--- src/hw/rtl/mnpt_ram.sv ---
// Generic single-port-write, single-port-read RAM with registered read.
// No dependencies.
`timescale 1ns / 1ps

module mnpt_ram #(
    parameter int WIDTH = 8,
    parameter int DEPTH = 16
) (
    input  logic                     i_clk,
    input  logic                     i_we,
    input  logic [$clog2(DEPTH)-1:0] i_waddr,
    input  logic [WIDTH-1:0]         i_wdata,
    input  logic                     i_re,
    input  logic [$clog2(DEPTH)-1:0] i_raddr,
    output logic [WIDTH-1:0]         o_rdata
);
    logic [WIDTH-1:0] r_mem [DEPTH];
    logic [WIDTH-1:0] r_rdata;

    always_ff @(posedge i_clk) begin
        if (i_we) begin
            r_mem[i_waddr] <= i_wdata;
        end
        // read data holds until the next read
        if (i_re) begin
            r_rdata <= r_mem[i_raddr];
        end
    end

    assign o_rdata = r_rdata;
endmodule
--- config.mk ---
export PLATFORM = sky130hd
export DESIGN_NAME = mnpt_ram
export DESIGN_NICKNAME = d
export VERILOG_FILES = /design/src/hw/rtl/mnpt_ram.sv
export SDC_FILE = /design/constraint.sdc
export NUM_CORES = 1
export LEC_CHECK = 0
export ABC_AREA = 1
export BUFFER_PORTS_ARGS = -buffer_cell sky130_fd_sc_hd__buf_2
export CAP_MARGIN = 20
export CORE_UTILIZATION = 60
export DETAILED_ROUTE_END_ITERATION = 10
export MAX_ROUTING_LAYER = met4
export PLACE_DENSITY = 0.82
export RECOVER_POWER = 100
export SYNTH_ARGS = -nofsm -noshare
export SYNTH_HDL_FRONTEND = slang
export SYNTH_SLANG_ARGS = --single-unit
--- constraint.sdc ---
create_clock -name i_clk -period 1.3 [get_ports i_clk]
set_input_delay 0.065 -clock i_clk [delete_from_list [all_inputs] [get_ports i_clk]]
set_output_delay 0.065 -clock i_clk [all_outputs]
set_load 0.01 [all_outputs]
### After elaboration in Yosys (flattened, before gate mapping)

Memory sizes are Yosys's and may differ from the RTL's. A register that Yosys moved wholly into a read port is not among the register bits.
Index checks and enable logic that the tools add are counted.

* muxes and demuxes: 2

Operators with widths (count)
* $mux 1: 2

* register bits: 0
* RAM bits: 128
* input port bits: 19
* output and inout bits: 8
* word-level logic and storage cells: 3
* memories kept: 1

Memory list
* r_mem: words 16, bits a word 8, rd ports 1, clocked after memory_dff 1, write ports 1, line 17 `logic [WIDTH-1:0] r_mem [DEPTH];`

### Longest topological paths before layout

* word-level depth: 2
* depth in mapped cells: 8
* gate-level depth less buffers: 7

### Worst setup path after synthesis

No wires, ideal clock.

* path kind: input-to-reg
* start: input i_waddr[2]
* end: memory r_mem[10][0], enable pin
* library setup time: 370 ps
* arrival time: 646 ps
* data required time: 930 ps
* slack: 284 ps
* stages on the path: 2
* path buffers: 0
* cell sequence: nand3b_1 -> nor2_1

RTL lines
* start: declaration: line 11 `input logic [$clog2(DEPTH)-1:0] i_waddr,`
* end: declaration: line 17

No word-level cell before the write port.

==> impl_results.md <==
* Clk slew on worst S/H paths at 0.06 ns
* Clk Latency, worst-skew pair at 0.52 ns
* Register area share after synthesis at 69.85%
* DRC at 0
* Setup CP Type: reg -> reg
* Placement Setup Slack at 0.05394 ns
* DP HPWL at 7832 um
* Vias per cell at 5.493
* CP max FO at 1
* Synthesized area per cell at 10.61 um^2
* Syn Nets at 570
* Reg2Reg Setup Slack at between 0.1 and 0.15 ns
* PostCTS Resize Cnt at 0
* GRT Residual Overflow at 0
* Buffer depth of the longest clock path at 2
* Placed insts at 707
* Antenna violations before repair at 0
* Crit start category: flop
* Critical Path RT at approximately 1.6 ns
* Clock Skew at 0.003204 ns
* Layout cells sized above 1 at 6.947%
* Commonest non-fill, non-tap cell in the layout: nand2_1
* Effective utilization at floorplan at 62.68%
* M1 WL at 5079 um
* Slew Viols, Final at 0
* Worst min path class: in -> reg
* Netlist cell types at 11
* Post-layout instance count excluding filler cells at 748
* Die footprint at ~10000 um^2
* Slew HR at about a third
* Final period util at 89.95%
* Cell area after synthesis at 5847 um^2
* Area grow syn2layout at 16.07%
* Tightest Pin Transition at between 0.9 and 1 ns
* Top cell type's share of synthesized area at between 60% and 70%
* Critical Path Sink: o_rdata[4]$_DFFE_PP_
* Row count at 35
* H-tree levels at 4
* Final setup margin at 0.1306 ns
* Leakage at 2.861 nW
* Post-Synthesis Cells at 551
* Largest net degree at the start of global routing at 33
* Die Y at 100.7 um
* Power Dens Cells at 1512 nW/um^2
* Routed wire length at roughly 13000 um
* Fmax at approximately 860 MHz
* # clock sinks at 136
* DR WL met2 at 6558 um
* Yosys warns at 0
* Initial DRC count at 441
* CTS tree: built
* Post-DRT Antenna Nets at 0
* Max VDD drop at approximately 1.3 mV
* Worst Setup SP: r_mem[5][4]$_DFFE_PP_
* Leading area contributor after synthesis: edfxtp_1
* Synth top area cells: edfxtp_1 70%, nand2_1 11%, nand3_1 8.3%
* Vias in the first global route at 3973
* Storage cell area at approximately 4100 um^2
* Crit end category: flop
* Final Hold Fails at 0
* ANT cells at 0
* Cts hold-fix bufs at 9
* Uppermost layer routed: met4
* Clock period minus worst slack at 1.169 ns
* Status: finished, final reports clean
* Final setup viols at 0
* Overall Power at between 10 and 15 mW
* FF-to-FF Start: r_mem[5][4]$_DFFE_PP_
* Chip Width at 100.7 um
* Final net count at roughly 630
* Port Buffers at 26
* Worst-case reg-to-reg path depth at 6
* Core Area at 9328 um^2
* Yosys reg bits at 136
* Pre-Repair DR Iteration Count at 6
* Root Buffer: clkbuf_8
* Most frequent cells in the layout: 173 x nand2_1, 136 x edfxtp_1, 100 x inv_1
* # fillers at 627
* Met3 WL at 1369 um
* Post-CTS setup buffers at 0
* Reg2reg end: o_rdata[4]$_DFFE_PP_
* Multi-input logic area at 1214 um^2
* Hold depth at 4
* Final Wtd Congestion at between 0.8 and 0.9
* Unrepaired setup endpoints after global routing: false
* WL per Instance at ~18 um
* Worst path arrival time at 1.45 ns
* GRT Resource Usage Total at 29.63%
* MaxCap Viol Count at 0
* CTS Buf Count at 17
* Vias at 4109
* First-pass GRT wire length at 20600 um
* Final TNS setup at 0 ns
* Num ports at 27
## final cells by class
cell class / count / area share (%)
multi-input cells: 289 / 17.88
repair buffers: 60 / 5.476
well taps: 129 / 2.378
clock inverters: 15 / 2.341
inverters: 102 / 5.642
flip-flops and latches: 136 / 60.18
clock buffers: 17 / 6.103
## synth_stat cells (all sizes together)
cell type and number:
nand2 173, edfxtp 136, nor2 17, inv 102, nand3 97, buf 24
nand3b 2
## sequential cells by signal, summed over array words and instances, names as in the netlist
register,flops
o_rdata,8
r_mem,128
## worst min path at each step
stage	from	endpoint	slack, ns
2_1_floorplan	i_wdata[0]	r_mem[0][0]$_DFFE_PP_	0.16
3_3_place_gp	i_re	o_rdata[0]$_DFFE_PP_	0.43
3_5_place_dp	i_re	o_rdata[0]$_DFFE_PP_	0.44
4_1_cts	i_raddr[3]	o_rdata[5]$_DFFE_PP_	0.02
5_1_grt	i_raddr[3]	o_rdata[4]$_DFFE_PP_	0.06
6_report	i_raddr[3]	o_rdata[5]$_DFFE_PP_	0.03
## through the flow
step | util (%) | hold WS [ns] | instance area, um^2
3_3_place_gp | 66.57 | 0.4345 | 6210
6_report | 72.76 | 0.03062 | 6787
4_1_cts | 73.68 | 0.01723 | 6873
3_5_place_dp | 66.57 | 0.4389 | 6210
2_1_floorplan | - | 0.1639 | 5847
5_1_grt | 72.76 | 0.05906 | 6787
## report_power, final
| group | switching, mW | internal [mW] |
|---|---|---|
| registers | 0.0324 | 4.94 |
| logic | 0.443 | 0.190 |
| clock network | 1.77 | 2.88 |
## layer usage
layer,vias up,GRT usage [%]
met5,-,-
met4,0,13.60
met3,43,5.895
met2,258,47.37
met1,1918,36.89
li1,1890,-
## cells by family after synthesis
family        Yosys count  synth area share, %
buf+inv               126                9.394
simple gates          289                20.76
flops                 136                69.85
## worst max-delay path, cell delays in order, from the launching register on
cell and delay (ns):
edfxtp_1 0.37, inv_1 0.09, nand2_1 0.06, nand3_1 0.09, nand3_1 0.12, nand3_1 0.13
nand2_1 0.06
No activity file was read; power rests on OpenSTA's default activity.
